<file path="src/hw/rtl/qs3c_pkg.sv">
// Shared types, register codes and helper functions of the smallest-three quaternion compressor.
package qs3c_pkg;

	// Width of one quantized code and of the configuration data bus.
	localparam int CODE_WIDTH = 16;
	localparam int CFG_WIDTH  = 16;
	localparam int CFG_INDEX_WIDTH = 2;

	// Fixed-point positions of the quantizer.
	localparam int SCALE_SHIFT = 15;
	localparam int UNIT_FRAC   = 31;
	localparam int ROUND_BIT   = 30;
	localparam int SCALED_WIDTH = 48;

	// Packed word widths.
	localparam int LOW_WIDTH  = 32;
	localparam int HIGH_WIDTH = 16;

	// Layout of the packed result words.
	typedef enum logic [1:0] {
		FMT_FIELDS  = 2'd0,
		FMT_NINE    = 2'd1,
		FMT_TEN     = 2'd2,
		FMT_FIFTEEN = 2'd3
	} pack_fmt_t;

	// Configuration register indexes.
	typedef enum logic [CFG_INDEX_WIDTH-1:0] {
		REG_PACK_FORMAT    = 2'd0,
		REG_COMPONENT_BITS = 2'd1,
		REG_RANGE_BOUND    = 2'd2,
		REG_INVERSE_SPAN   = 2'd3
	} cfg_reg_t;

	// Reset values of the configuration registers.
	localparam pack_fmt_t   RST_PACK_FORMAT    = FMT_NINE;
	localparam logic [4:0]  RST_COMPONENT_BITS = 5'd9;
	localparam logic [14:0] RST_RANGE_BOUND    = 15'd23170;
	localparam logic [15:0] RST_INVERSE_SPAN   = 16'd46341;

	// Load enables of the lane pipeline stages.
	typedef struct packed {
		logic s2;
		logic s3;
		logic s4;
	} stage_en_t;

	// Largest code value, 2^n - 1, for the selected layout.
	function automatic logic [CODE_WIDTH-1:0] code_top(input pack_fmt_t fmt,
		input logic [4:0] bits);
		logic [4:0] n;
		logic [CODE_WIDTH:0] full;
		unique case (fmt)
			FMT_NINE:    n = 5'd9;
			FMT_TEN:     n = 5'd10;
			FMT_FIFTEEN: n = 5'd15;
			default: begin
				if (bits == 5'd0) begin
					n = 5'd1;
				end else if (bits > 5'd16) begin
					n = 5'd16;
				end else begin
					n = bits;
				end
			end
		endcase
		full = (17'd1 << n) - 17'd1;
		return full[CODE_WIDTH-1:0];
	endfunction

endpackage

</file>
<file path="src/hw/rtl/qs3c_pack.sv">
// Merges the three lane codes, index and sign into the packed words of the selected layout.
module qs3c_pack (
	input  qs3c_pkg::pack_fmt_t                    fmt,
	input  logic [2:0][qs3c_pkg::CODE_WIDTH-1:0]   code,
	input  logic [1:0]                             largest_idx,
	input  logic                                   largest_positive,
	output logic [qs3c_pkg::LOW_WIDTH-1:0]         packed_low,
	output logic [qs3c_pkg::HIGH_WIDTH-1:0]        packed_high
);
	import qs3c_pkg::*;

	// Codes never exceed the layout's top value, so the part-selects lose nothing.
	// The nine-bit word keeps bit 29 clear between the index and the sign.
	always_comb begin
		unique case (fmt)
			FMT_NINE: begin
				packed_low = {1'b0, largest_positive, 1'b0, largest_idx,
					code[2][8:0], code[1][8:0], code[0][8:0]};
				packed_high = '0;
			end
			FMT_TEN: begin
				packed_low = {largest_idx, code[2][9:0], code[1][9:0], code[0][9:0]};
				packed_high = '0;
			end
			FMT_FIFTEEN: begin
				packed_low = {largest_idx, code[1][14:0], code[0][14:0]};
				packed_high = {largest_positive, code[2][14:0]};
			end
			default: begin
				packed_low = '0;
				packed_high = '0;
			end
		endcase
	end

endmodule

</file>
<file path="config.mk">
export PLATFORM = sky130hd
export DESIGN_NAME = qs3c_pack
export DESIGN_NICKNAME = d
export VERILOG_FILES = /design/src/hw/rtl/qs3c_pkg.sv /design/src/hw/rtl/qs3c_pack.sv
export SDC_FILE = /design/constraint.sdc
export NUM_CORES = 1
export LEC_CHECK = 0
export BUFFER_PORTS_ARGS = -buffer_cell sky130_fd_sc_hd__clkbuf_2
export CORE_MARGIN = 2
export CORE_UTILIZATION = 32
export DETAILED_ROUTE_END_ITERATION = 10
export PLACE_DENSITY = 0.88
export SLEW_MARGIN = 10
export SYNTH_ARGS = -nofsm -noshare
export SYNTH_HDL_FRONTEND = slang
export SYNTH_SLANG_ARGS = --single-unit
</file>
<file path="constraint.sdc">
create_clock -name vclk -period 1.2
set_clock_uncertainty 0.1 [all_clocks]
set_input_delay 0.12 -clock vclk [all_inputs]
set_output_delay 0.12 -clock vclk [all_outputs]
set_load 0.01 [all_outputs]
</file>
==> metrics <==
hold-critical path depth 3; RSZ-0062 raised after global routing yes; Leak 0.8247 nW; footprint of the flip-flops and latches 0 um2; total grt overflow 0; worst-path fanout max 6; status completed; Relative slew margins 0.8764; Worst path max stage delay 0.29 ns; share of layout cells above drive strength 1 0.6373; Max Cap Violations 0; Final min period 1.184 ns; first-pass GRT wire length 4022 um; Routability Congestion 0.7421; Post-Place Cell Area 1244 um2; Die X 50.67 um; switching part of the total 0.4681; final std cells w/o fill 220; syn avg cell area 7.494 um2; hold crit path type primary input to primary output; critical-path cell list buf_8, buf_6, mux2_4, a22o_1, clkbuf_2; drt first pass iters 4; Die Span Y 50.67 um; seq_cells 0; Mapped Cells 93; area leader, netlist mux2i_1; Startpoint Class primary input; FP Rows 16; antenna-violating nets left 0; top cell type's share of synthesized area 0.1724; total length of routed wires 2561 um; vias in the first global route 1018; Crit-path slowest cell mux2_4; Via Count 1057; Post-Syn Area 696.9 um2; sequential share of power 0; # diodes 0; sequential fraction of the synthesis area 0; Syn. warnings 0; Worst Setup SP fmt[1]; sw power 0.0002408 W; Worst setup EP type primary output; critical path type primary input to primary output; DIE AREA 2567 um2; # nets final 248; combinational share of power 1.000; core footprint 2002 um2; antenna violations before repair 0; CTS Hold Bufs 0; Final Cell Area 1291 um2; I/O pin cnt 101; IO Port Bufs 98; Mapped Nets 146; hold_sp code[2]; # clk buffers 0; DR vias/cell 4.805; fin. max-slew vios 0; WL/cell 11.64 um; top post-synthesis cells by area mux2i_1 (17%), and3_1 (14%), a22o_1 (14%); part of the cycle the worst path needs 0.9863; DR iter-0 viols 10; Critical Path RT 0.98 ns; Fin. Hold Viols 0; Worst-Margin Slew 0.1849 ns; CP arrival 0.96 ns; placed cells 220; DRC 0; synth-to-layout area growth 85.28%; Finished Core Util 0.6450; Unique masters post-synth 14; Setup violations, final 0; GRT Resource Usage Total 0.1901; Post-CTS Setup Inserts 0; Internal 0.0002737 W; worst hold path endpoint packed_low[2]; Max Fclk 844.9 MHz; Pwr Density 398.5 nW/um2; Clock power frac 0; starting density of the core 0.3481; HPWL Detailed 2207 um; VDD IR max 0.0002187 V; largest net degree at the start of global routing 24
[critical path, delay by kind of cell]
kind	cells	cell delay, ns
buffers and inverters	3	0.36
muxes	1	0.29
AOI/OAI and AO/OA	1	0.19
[worst max path at each step]
stage / to / slack (ns) / cells after the start
after global placement: packed_low[4] / -0.07 / 6
after floorplan: packed_low[20] / 0.12 / 4
after CTS: packed_low[25] / -0.002 / 5
after detailed placement: packed_low[8] / -0.08 / 6
after global routing: packed_low[24] / -0.01 / 5
final: packed_low[21] / 0.02 / 5
[cells by family (layout without fill, tap and decap cells)]
kind of cell           after synthesis  in the layout  share of synthesized area
AND/OR/NAND/NOR                     31             31                     0.2747
AO/OA/AOI/OAI                       29             29                     0.2675
multiplexers                        21             21                     0.3393
buffers and inverters               12            112                     0.1185
[power by group through the flow]
| stage | combinational [W] | clock, W | sequential (W) |
|---|---|---|---|
| after floorplan | 0.000271 | 0 | 0 |
| after global placement | 0.000491 | 0 | 0 |
| after detailed placement | 0.000498 | 0 | 0 |
| after CTS | 0.000507 | 0 | 0 |
| after global routing | 0.000566 | 0 | 0 |
| final | 0.000514 | 0 | 0 |
[Yosys cell counts]
| library cell | number |
|---|---|
| a21oi_1 | 18 |
| a22o_1 | 11 |
| and2_1 | 1 |
| and3_1 | 16 |
| buf_2 | 6 |
| buf_6 | 1 |
| buf_8 | 2 |
| clkbuf_1 | 3 |
| mux2_2 | 5 |
| mux2_4 | 4 |
| mux2i_1 | 12 |
| nand2_1 | 1 |
| nor2_2 | 1 |
| nor2b_1 | 12 |
[area by class of cell]
| class | count | area, um2 |
|---|---|---|
| Fill cell | 210 | 710.7 |
| Multi-Input combinational cell | 81 | 625.6 |
| Tap cell | 27 | 33.78 |
| Timing Repair Buffer | 112 | 631.9 |
[timing repair]
action | in CTS | in global routing
pin swaps | 1 | 2
resized for setup | 5 | 13
endpoints found under the setup margin | 23 | 26
[per-layer routing]
layer / global-route usage / wire [um] / up-vias / part of all wire
li1: - / - / 548 / -
met1: 0.2234 / 1037 / 458 / 0.40
met2: 0.3860 / 1320 / 51 / 0.52
met4: 0 / 0 / 0 / 0
met5: 0 / 0 / - / 0
met3: 0.01786 / 204 / 0 / 0.080
[through the flow]
stage	TNS, ns	worst slack [ns]	hold slack [ns]	total power, W
CTS	-0.005320	-0.002453	0.4440	0.0005066
global placement	-1.043	-0.07004	0.4416	0.0004908
floorplan	0	0.1193	0.2761	0.0002706
global route	-0.02364	-0.01100	0.4541	0.0005657
finish	0	0.01640	0.4425	0.0005145
detailed placement	-1.220	-0.08106	0.4444	0.0004975
[placed cells by master, fill, tap and decap left out]
cell,instances
clkbuf_2,92
a21oi_1,18
and3_1,16
mux2i_1,12
nor2b_1,11
a22o_1,11
buf_4,8
mux2_4,5
buf_2,5
buf_6,5
mux2_2,4
buf_8,2
nand2_1,1
nor2b_2,1
nor2_4,1
and2_1,1
(Power assumes the default switching activity.)
