## src/hw/rtl/qs3c_pkg.sv

```systemverilog
// Shared types, register codes and helper functions of the smallest-three quaternion compressor.
package qs3c_pkg;

	// Width of one quantized code and of the configuration data bus.
	localparam int CODE_WIDTH = 16;
	localparam int CFG_WIDTH  = 16;
	localparam int CFG_INDEX_WIDTH = 2;

	// Fixed-point positions of the quantizer.
	localparam int SCALE_SHIFT = 15;
	localparam int UNIT_FRAC   = 31;
	localparam int ROUND_BIT   = 30;
	localparam int SCALED_WIDTH = 48;

	// Packed word widths.
	localparam int LOW_WIDTH  = 32;
	localparam int HIGH_WIDTH = 16;

	// Layout of the packed result words.
	typedef enum logic [1:0] {
		FMT_FIELDS  = 2'd0,
		FMT_NINE    = 2'd1,
		FMT_TEN     = 2'd2,
		FMT_FIFTEEN = 2'd3
	} pack_fmt_t;

	// Configuration register indexes.
	typedef enum logic [CFG_INDEX_WIDTH-1:0] {
		REG_PACK_FORMAT    = 2'd0,
		REG_COMPONENT_BITS = 2'd1,
		REG_RANGE_BOUND    = 2'd2,
		REG_INVERSE_SPAN   = 2'd3
	} cfg_reg_t;

	// Reset values of the configuration registers.
	localparam pack_fmt_t   RST_PACK_FORMAT    = FMT_NINE;
	localparam logic [4:0]  RST_COMPONENT_BITS = 5'd9;
	localparam logic [14:0] RST_RANGE_BOUND    = 15'd23170;
	localparam logic [15:0] RST_INVERSE_SPAN   = 16'd46341;

	// Load enables of the lane pipeline stages.
	typedef struct packed {
		logic s2;
		logic s3;
		logic s4;
	} stage_en_t;

	// Largest code value, 2^n - 1, for the selected layout.
	function automatic logic [CODE_WIDTH-1:0] code_top(input pack_fmt_t fmt,
		input logic [4:0] bits);
		logic [4:0] n;
		logic [CODE_WIDTH:0] full;
		unique case (fmt)
			FMT_NINE:    n = 5'd9;
			FMT_TEN:     n = 5'd10;
			FMT_FIFTEEN: n = 5'd15;
			default: begin
				if (bits == 5'd0) begin
					n = 5'd1;
				end else if (bits > 5'd16) begin
					n = 5'd16;
				end else begin
					n = bits;
				end
			end
		endcase
		full = (17'd1 << n) - 17'd1;
		return full[CODE_WIDTH-1:0];
	endfunction

endpackage

```

## src/hw/rtl/qs3c_select.sv

```systemverilog
// Finds the component of largest magnitude, the first one winning a tie.
module qs3c_select #(
	parameter int COMPONENT_WIDTH = 16
) (
	input  logic [3:0][COMPONENT_WIDTH-1:0] comp,
	output logic [1:0]                      largest_idx,
	output logic                            largest_positive
);
	import qs3c_pkg::*;

	logic [3:0][COMPONENT_WIDTH:0] mag;
	logic [COMPONENT_WIDTH:0] mag_a;
	logic [COMPONENT_WIDTH:0] mag_b;
	logic [1:0] idx_a;
	logic [1:0] idx_b;

	// Magnitudes, one bit wider so the most negative value is exact.
	always_comb begin
		for (int i = 0; i < 4; i++) begin
			if (comp[i][COMPONENT_WIDTH-1]) begin
				mag[i] = -{1'b1, comp[i]};
			end else begin
				mag[i] = {1'b0, comp[i]};
			end
		end
	end

	// Two-level compare tree; a strict compare keeps the earlier index on a tie.
	always_comb begin
		if (mag[1] > mag[0]) begin
			idx_a = 2'd1;
			mag_a = mag[1];
		end else begin
			idx_a = 2'd0;
			mag_a = mag[0];
		end
		if (mag[3] > mag[2]) begin
			idx_b = 2'd3;
			mag_b = mag[3];
		end else begin
			idx_b = 2'd2;
			mag_b = mag[2];
		end
		if (mag_b > mag_a) begin
			largest_idx = idx_b;
		end else begin
			largest_idx = idx_a;
		end
	end

	assign largest_positive = ~comp[largest_idx][COMPONENT_WIDTH-1];

endmodule

```

## config.mk

```make
export PLATFORM = sky130hd
export DESIGN_NAME = qs3c_select
export DESIGN_NICKNAME = d
export VERILOG_FILES = /design/src/hw/rtl/qs3c_pkg.sv /design/src/hw/rtl/qs3c_select.sv
export SDC_FILE = /design/constraint.sdc
export NUM_CORES = 1
export LEC_CHECK = 0
export BUFFER_PORTS_ARGS = -buffer_cell sky130_fd_sc_hd__buf_2
export CAP_MARGIN = 15
export CORE_UTILIZATION = 45
export DETAILED_ROUTE_END_ITERATION = 10
export GPL_TIMING_DRIVEN = 1
export PLACE_DENSITY = 0.7
export RECOVER_POWER = 50
export SYNTH_ARGS = -nofsm -noshare
export SYNTH_HDL_FRONTEND = slang
export SYNTH_SLANG_ARGS = --single-unit
```

## constraint.sdc

```tcl
create_clock -name vclk -period 5.9
set_input_delay 0.295 -clock vclk [all_inputs]
set_output_delay 0.295 -clock vclk [all_outputs]
set_load 0.005 [all_outputs]
```

==> impl_results.md <==
* Outcome: finished, final reports clean
* Final max-slew violation count at 0
* Initial antenna violation count at 0
* Top-count cell post-synth: ha_1
* Layout area overhead at 17.93%
* # fillers at 594
* Final Non-Filler Cells at 528
* WL final at 7.326 mm
* Via/cell ratio at 5.600
* Multi-input gate area at 0.002705 mm2
* Tmin final at 5.535 ns
* Final GP Congestion at 0.9080
* Peak VDD IR at 0.00006225 V
* Post-DP HPWL at 6.354 mm
* Max_cap viols at 0
* Setup Crit Path Kind: input port to primary output
* Share of the yosys chip area belonging to registers at 0%
* Total GRT Usage at 22.21%
* PwrDens at 118.1 mW/mm2
* Maximum clock rate at 0.1807 GHz
* Residual DRC count at 0
* Seq Cell Count at 0
* Starting Density at 47.41%
* DP Cell Count at 526
* Post-place instance area at 0.003284 mm2
* Comb power frac at 100.0%
* Crit path launch: comp[52]
* CP max stage delay at 0.42 ns
* Setup violators final at 0
* First-pass GRT wire length at 11.92 mm
* Top-area cell type share of the netlist area at 24.23%
* Hold slack at 1.261 ns
* Leading post-synthesis cells by instance count: 55 x ha_1, 41 x inv_1, 40 x nand2_1, 36 x xor2_1, 25 x mux2i_1
* Switching power total at 217.2 uW
* Drt pass-1 iters at 4
* Number of port buffers at 67
* GR met1 Demand/Resource at 29.01%
* Ant. Diodes at 0
* HP Class: input port to primary output
* Area contributors post-synth: ha_1 24%, xor2_1 11%, mux2i_1 8.8%, inv_1 5.4%, nand2_1 5.3%
* Mapped Area at 0.002840 mm2
* Clock buffer count in the final layout at 0
* CTS Hold Bufs at 0
* Sw Ratio at 54.92%
* Hold Path End: largest_positive
* Maximum number of pins on one net before global-route repair at 20
* Part of the power in the clock network at 0%
* FF/Latch Area at 0 um2
* Type of element capturing the critical path: primary output
* DRT iter0 DRCs at 106
* Layout cells sized above 1 at 20.97%
* Gr busiest metal: met2
* Met3 GRT Util at 1.667%
* WP data required at 5.61 ns
* Io pins at 67
* Critical path startpoint category: input port
* ANT nets after route at 0
* Ys Warns at 0
* Hold Startpoint: comp[15]
* Vias in the first global route at 2756
* Vias at 2957
* Flop pwr share at 0%
* Nets at 574
* GRT met2 Usage at 40.42%
* Data arrival, critical path at 5.24 ns
* Hold Vio Cnt, Final at 0
* Syn Inst Count at 387
* Cell row count at 28
* Leak at 1.660 nW
* DR WL/cell at 13.88 um
* Unique masters post-synth at 46
* Design area at 0.003349 mm2
* Core footprint at 0.005991 mm2
* Die width at 81.45 um
* Final worst-path cycle share at 93.81%
* Synthesized area per cell at 7.339 um2
* Internal at 178.3 uW
* Slowest CP cell: or3_1
* Crit Path Max Fanout at 9
* Die ar. at 0.006633 mm2
* Largest area contributor in the netlist: ha_1
* Worst Hold Path Cells at 4
* Gr ovfl total at 0
* Crit path cell chain: buf_2, or3_1, nor3_2, nand3b_1, o41ai_2, xor2_1, inv_1, ha_1, nand4_1, nor4_1, a221oi_1, a31oi_2, clkbuf_4, mux2i_1, ha_1, nand4_1, nor4_2, a221oi_1, o211ai_1, o21ai_2, mux2_2, buf_2
* Die Y at 81.45 um
## metrics by stage
stage / util, % / setup TNS (ns) / setup WS [ns] / power, mW
after global placement: 54.82 / 0 / 0.3555 / 0.3698
after CTS: 54.82 / 0 / 0.1191 / 0.3819
after floorplan: - / 0 / 0.8276 / 0.2676
after global routing: 55.91 / -0.006941 / -0.006941 / 0.4438
after detailed placement: 54.82 / 0 / 0.1178 / 0.3787
final: 55.91 / 0 / 0.3654 / 0.3954
## power groups by stage
| stage | combinational [mW] | sequential (mW) | clock, mW |
|---|---|---|---|
| floorplan | 0.268 | 0 | 0 |
| global placement | 0.370 | 0 | 0 |
| detailed placement | 0.379 | 0 | 0 |
| CTS | 0.382 | 0 | 0 |
| global route | 0.444 | 0 | 0 |
| finish | 0.395 | 0 | 0 |
## layout make-up
type / count / share of cell area, %
Timing Repair Buffer: 73 / 11.84
Multi-Input combinational cell: 339 / 80.76
Inverter: 41 / 4.595
Tap cell: 75 / 2.802
## how the worst max path moves through the flow
| stage | depth (start not counted) | slack, ns | to |
|---|---|---|---|
| 2_1_floorplan | 20 | 0.83 | largest_idx[0] |
| 3_3_place_gp | 22 | 0.36 | largest_idx[0] |
| 3_5_place_dp | 22 | 0.12 | largest_positive |
| 4_1_cts | 22 | 0.12 | largest_positive |
| 5_1_grt | 22 | -0.007 | largest_positive |
| 6_report | 22 | 0.37 | largest_positive |
## cell usage in the layout, fill, tap and decap left out, types with 2 or more instances in the layout
cell type and count:
ha_1 55, nor4_1 4, nor2b_1 3, inv_1 41, a21oi_1 20, a221oi_1 2, or4_4 2, or3_1 5
xor2_1 36, nand4_1 12, nand2b_1 6, o31a_1 2, o21ai_0 18, nand3b_1 3, mux2_2 7, mux2i_1 25
buf_2 67, o41ai_2 2, nor4_2 2, o21a_1 2, nor3_1 8, xnor2_1 15, nand2_1 40, nor2_1 15
conb_1 6, buf_4 3, nand3_1 3, o41ai_1 5, o31ai_1 14, nand4bb_1 2, a21o_1 5, or4_1 2
## repair_timing
action / in CTS / in global routing
buffers inserted: 0 / 1
gates resized for setup: 0 / 10
setup endpoints to repair: 0 / 3
## per-layer routing
layer  share of wire (%)  wire (um)  vias to the layer above
met5                   0          0                        -
met4                0.71         52                        0
met3                 2.6        189                        6
met2                  49       3597                       52
met1                  48       3487                     1360
li1                    -          -                     1539
## critical path, delay by kind of cell
kind	cells	cell delay (ns)
buf+inv	4	0.59
fa+ha+maj	2	0.57
xor+xnor	1	0.23
mux	2	0.61
compound gates	6	1.39
simple gates	7	1.57
## kinds of logic (layout without fill, tap and decap cells)
family | after synthesis | count (layout) | synth area share [%]
xor+xnor | 52 | 52 | 16.30
simple gates | 112 | 112 | 20.70
compound gates | 82 | 82 | 19.56
mux | 32 | 32 | 11.59
buf+inv | 52 | 114 | 7.357
fa+ha+maj | 55 | 55 | 24.23
other cells | 2 | 6 | 0.2644
No activity file was read; power rests on OpenSTA's default activity.
