**config.mk**
```make
export PLATFORM = sky130hd
export DESIGN_NAME = qs3c_lane
export DESIGN_NICKNAME = d
export VERILOG_FILES = /design/src/hw/rtl/qs3c_pkg.sv /design/src/hw/rtl/qs3c_lane.sv
export SDC_FILE = /design/constraint.sdc
export NUM_CORES = 2
export LEC_CHECK = 0
export BUFFER_PORTS_ARGS = -buffer_cell sky130_fd_sc_hd__buf_4
export CORE_UTILIZATION = 57
export DETAILED_ROUTE_END_ITERATION = 6
export HOLD_SLACK_MARGIN = 0.02
export PLACE_DENSITY = 0.7
export SLEW_MARGIN = 20
export SYNTH_ARGS = -nofsm -noshare
export SYNTH_HDL_FRONTEND = slang
export SYNTH_SLANG_ARGS = --single-unit
```
**constraint.sdc**
```tcl
create_clock -name clk -period 18 [get_ports clk]
set_input_delay 0.9 -clock clk [delete_from_list [all_inputs] [get_ports clk]]
set_output_delay 0.9 -clock clk [all_outputs]
set_load 0.005 [all_outputs]
```
**src/hw/rtl/qs3c_pkg.sv**
```systemverilog
// Shared types, register codes and helper functions of the smallest-three quaternion compressor.
package qs3c_pkg;

	// Width of one quantized code and of the configuration data bus.
	localparam int CODE_WIDTH = 16;
	localparam int CFG_WIDTH  = 16;
	localparam int CFG_INDEX_WIDTH = 2;

	// Fixed-point positions of the quantizer.
	localparam int SCALE_SHIFT = 15;
	localparam int UNIT_FRAC   = 31;
	localparam int ROUND_BIT   = 30;
	localparam int SCALED_WIDTH = 48;

	// Packed word widths.
	localparam int LOW_WIDTH  = 32;
	localparam int HIGH_WIDTH = 16;

	// Layout of the packed result words.
	typedef enum logic [1:0] {
		FMT_FIELDS  = 2'd0,
		FMT_NINE    = 2'd1,
		FMT_TEN     = 2'd2,
		FMT_FIFTEEN = 2'd3
	} pack_fmt_t;

	// Configuration register indexes.
	typedef enum logic [CFG_INDEX_WIDTH-1:0] {
		REG_PACK_FORMAT    = 2'd0,
		REG_COMPONENT_BITS = 2'd1,
		REG_RANGE_BOUND    = 2'd2,
		REG_INVERSE_SPAN   = 2'd3
	} cfg_reg_t;

	// Reset values of the configuration registers.
	localparam pack_fmt_t   RST_PACK_FORMAT    = FMT_NINE;
	localparam logic [4:0]  RST_COMPONENT_BITS = 5'd9;
	localparam logic [14:0] RST_RANGE_BOUND    = 15'd23170;
	localparam logic [15:0] RST_INVERSE_SPAN   = 16'd46341;

	// Load enables of the lane pipeline stages.
	typedef struct packed {
		logic s2;
		logic s3;
		logic s4;
	} stage_en_t;

	// Largest code value, 2^n - 1, for the selected layout.
	function automatic logic [CODE_WIDTH-1:0] code_top(input pack_fmt_t fmt,
		input logic [4:0] bits);
		logic [4:0] n;
		logic [CODE_WIDTH:0] full;
		unique case (fmt)
			FMT_NINE:    n = 5'd9;
			FMT_TEN:     n = 5'd10;
			FMT_FIFTEEN: n = 5'd15;
			default: begin
				if (bits == 5'd0) begin
					n = 5'd1;
				end else if (bits > 5'd16) begin
					n = 5'd16;
				end else begin
					n = bits;
				end
			end
		endcase
		full = (17'd1 << n) - 17'd1;
		return full[CODE_WIDTH-1:0];
	endfunction

endpackage

```
**src/hw/rtl/qs3c_lane.sv**
```systemverilog
// One quantizer lane: sign fold, offset, scale by the reciprocal span, round and saturate.
module qs3c_lane #(
	parameter int COMPONENT_WIDTH = 16
) (
	input  logic                                clk,
	input  qs3c_pkg::stage_en_t                 en,
	input  logic [COMPONENT_WIDTH-1:0]          comp,
	input  logic                                negate,
	input  logic [14:0]                         range_bound,
	input  logic [15:0]                         inverse_span,
	input  logic [qs3c_pkg::CODE_WIDTH-1:0]     top,
	output logic [qs3c_pkg::CODE_WIDTH-1:0]     code
);
	import qs3c_pkg::*;

	localparam int OFF_WIDTH  = COMPONENT_WIDTH + 16;
	localparam int PROD_WIDTH = COMPONENT_WIDTH + 31;

	logic [COMPONENT_WIDTH:0] comp_ext;
	logic [COMPONENT_WIDTH:0] folded;
	logic [OFF_WIDTH-1:0]     offset_next;
	logic [OFF_WIDTH-1:0]     offset_s2;
	logic                     offset_pos;
	logic [PROD_WIDTH-1:0]    prod;
	logic [UNIT_FRAC:0]       unit_next;
	logic [UNIT_FRAC:0]       unit_s3;
	logic [SCALED_WIDTH-1:0]  scaled;
	logic [CODE_WIDTH:0]      rounded;
	logic [CODE_WIDTH-1:0]    code_next;
	logic [CODE_WIDTH-1:0]    code_s4;

	// Stage 2: fold the sign of the dropped component and shift onto the positive range.
	always_comb begin
		comp_ext = {comp[COMPONENT_WIDTH-1], comp};
		folded = negate ? -comp_ext : comp_ext;
		offset_next = {folded, {SCALE_SHIFT{1'b0}}}
			+ {2'b00, range_bound, {(COMPONENT_WIDTH-1){1'b0}}};
	end

	always_ff @(posedge clk) begin
		if (en.s2) begin
			offset_s2 <= offset_next;
		end
	end

	// Stage 3: multiply by the reciprocal span to reach a unit value in Q.31.
	always_comb begin
		offset_pos = ~offset_s2[OFF_WIDTH-1] && (offset_s2 != '0);
		prod = PROD_WIDTH'(offset_s2[OFF_WIDTH-2:0]) * PROD_WIDTH'(inverse_span);
		unit_next = offset_pos ? prod[PROD_WIDTH-1:COMPONENT_WIDTH-1] : '0;
	end

	always_ff @(posedge clk) begin
		if (en.s3) begin
			unit_s3 <= unit_next;
		end
	end

	// Stage 4: scale to the code range, round half up and saturate at the top code.
	always_comb begin
		scaled = SCALED_WIDTH'(unit_s3) * SCALED_WIDTH'(top)
			+ (SCALED_WIDTH'(1) << ROUND_BIT);
		rounded = scaled[SCALED_WIDTH-1:UNIT_FRAC];
		code_next = (rounded > {1'b0, top}) ? top : rounded[CODE_WIDTH-1:0];
	end

	always_ff @(posedge clk) begin
		if (en.s4) begin
			code_s4 <= code_next;
		end
	end

	assign code = code_s4;

endmodule

```
==> results.md <==
- Die Area: 0.0494 mm^2
- CP dominant cell by count: fa_1
- Cell Count, Final, Fillers Out: 3679
- Initial DRC Count: 1232
- # rows: 80
- Final worst setup slack: 8.41 ns
- Post CTS Setup Buffer Count: 0
- Num ports: 84
- CP Data Required Time: 18.13 ns
- Area leader, netlist: fa_1
- Clk root buf: clkbuf_16
- Fin crit share: 53.3%
- Maximum clock path buffer count: 2
- Top cells by area, synth: fa_1 (44%), ha_1 (13%), inv_1 (11%), edfxtp_1 (7.1%), nand2_1 (7.0%)
- Critical Path Source Type: flop
- Max Cap Viol: 0
- Crit path kind: reg -> reg
- Yosys top cell area share: 44.3%
- Vias: 20.2k
- Reg-to-Reg Start: unit_s3[12]$_SDFFCE_PN0P_
- Slew headroom: 32.9%
- Insertion delay to the later sink of the worst-skew pair: 0.37 ns
- Post-Synth XOR/XNOR Area: 2.06%
- GR Util All Layers: 28.8%
- Cell with the most instances after synthesis: inv_1
- Max Clock Skew: 0.0134 ns
- Type of the most critical hold path: in -> reg
- Mapped Area: 0.0276 mm^2
- Layout cell share with drive strength beyond 1: 3.98%
- CP Data Arrival Time: 9.72 ns
- Post-synthesis sequential area ratio: 7.06%
- Main synth FF type: edfxtp_1
- Adder-cell share of the synthesized area: 57.0%
- Via density: 5.49
- Antenna Nets Post-Route: 0
- Final nets: 4020
- Post-synthesis simple-gate area fraction: 16.2%
- Async S/R FF share, synth: 0%
- Synth top cells by count: inv_1 (779), fa_1 (612), nand2_1 (518)
- RR Endpoint: code[1]$_DFFE_PP_
- Worst-Margin Slew: 1.01 ns
- Reg2reg path depth: 29
- Worst setup EP type: flop
- Gp weighted congestion: 0.920
- Clock-pin slew on the worst setup and hold paths: 0.06 ns
- Yosys warns: 0
- Synth Instances: 3084
- Buffers added on ports: 83
- Synth cell types: 58
- DRC viols: 0
- Mapped Nets: 4045
- Final Hold Viols: 0
- Core Region: 0.0477 mm^2
- Hold Buf Count CTS: 0
- Top achievable clock speed: 0.104 GHz
- #FFs+latches synth: 65
- Hold Path Sink: offset_s2[15]$_DFFE_PP_
- Largest net degree at the start of global routing: 35
- Setup violators final: 0
- Run status: completed
- Syn Area/Cell: 8.96 um^2
- Cts bufs inserted: 9
- Slew Limit Fails: 0
- Grt ovf: 0
- H-tree depth: 3
- R2R setup slack: 8.41 ns
- CTS Sinks: 65
- DP Cell Count: 3663
- HP Start: range_bound[0]
- Final min period: 9.59 ns
- Die H: 222 um
- Post-synth EDFFs: 65
- Die W: 222 um
- Worst-path cell with the longest stage delay: edfxtp_1
- CTS tree: built
- Post-Route WL: 66400 um
- Placement Setup Slack: 8.14 ns
- Fin area: 0.0289 mm^2
- CP startpoint: unit_s3[12]$_SDFFCE_PN0P_
- Initial core utilization: 57.9%
- Unrepaired setup endpoints after global routing: no
- Vias in the first global route: 22.4k
- Compound-gate portion of the synthesized area: 4.51%
- CTS resizes: 0
- Worst-path fanout max: 16
- WHS Path Cells: 2
- Slowest cell delay on critical path: 1.01 ns
- Setup TNS: 0 ns
- Initial antenna violation count: 1
- Mux share of post-synthesis cell area: 0.801%
- Largest family of logic cells by synthesized area: adder cells
- Post-DP HPWL: 50900 um
- DP Area: 0.0286 mm^2
- First-pass GRT wire length: 112000 um
- Area Growth Syn to Fin: 4.50%
- Pre-antenna DRT Iters: 5
- Avg WL per Cell: 18.1 um
-- worst max-delay path by stage --
stage / endpoint / slack [ns] / depth (start not counted)
finish: code[1]$_DFFE_PP_ / 8.41 / 29
global route: code[13]$_DFFE_PP_ / 8.05 / 29
CTS: code[1]$_DFFE_PP_ / 8.51 / 29
detailed placement: code[14]$_DFFE_PP_ / 8.14 / 32
global placement: code[6]$_DFFE_PP_ / 8.28 / 32
floorplan: code[10]$_DFFE_PP_ / 9.25 / 36
-- layout by cell type (no fill, tap or decap), types with 8 or more instances in the layout --
| cell | instances |
|---|---|
| mux2_2 | 15 |
| or3_1 | 11 |
| inv_1 | 779 |
| fa_1 | 612 |
| a21oi_1 | 42 |
| xnor2_1 | 41 |
| edfxtp_1 | 65 |
| a31oi_1 | 9 |
| buf_4 | 90 |
| nor2b_1 | 9 |
| ha_1 | 281 |
| nand4_1 | 10 |
| nand2_1 | 518 |
| o21bai_1 | 11 |
| nor3_1 | 16 |
| and2_1 | 294 |
| xor2_1 | 24 |
| o21ai_0 | 36 |
| clkbuf_16 | 9 |
| nand3_1 | 12 |
| a21o_1 | 30 |
| nor2_1 | 54 |
| o21a_1 | 11 |
| o31ai_1 | 8 |
-- final cells by class --
cell class	instances	area, um^2
Antenna cell	1	2.50
Clock buffer	10	229
Clock inverter	5	47.5
Fill cell	4147	18900
Inverter	779	2920
Multi-Input combinational cell	2114	22300
Sequential cell	65	1950
Tap cell	615	769
Timing Repair Buffer	90	676
-- through the flow --
step	utilization, %	hold WS [ns]
floorplan	-	0.645
global placement	59.9	0.853
detailed placement	59.9	0.884
CTS	60.5	0.831
global route	60.5	0.850
finish	60.5	0.832
-- flip-flops by register name, summed over array words and instances (netlist names) --
signal / cells
code: 16
unit_s3: 32
offset_s2: 17
-- cells by family after synthesis --
kind of cell	after synthesis
xor+xnor	65
compound gates	188
buf+inv	905
mux	19
fa+ha+maj	893
flops	65
simple gates	949
-- metal layers --
layer  vias up  track usage, %  share of wire [%]
li1       9037               -                  -
met1     10200            36.7                 40
met2       752            50.7                 50
met3       156            3.74                6.9
met4         2            9.41                3.3
met5         -               0              0.017
-- critical path: cells and delay by family, from the launching register on --
family,cells,cell delay [ns]
adder cells (fa/ha/maj),8,3.65
XOR/XNOR,1,0.18
buffers and inverters,3,0.17
AND/OR/NAND/NOR,5,0.77
flip-flops,1,1.01
multiplexers,2,0.94
AO/OA/AOI/OAI,10,2.60
Power is left out: the tool's default activity adds up to more than one toggle a clock period on the data nets, which glitch-free logic cannot reach.
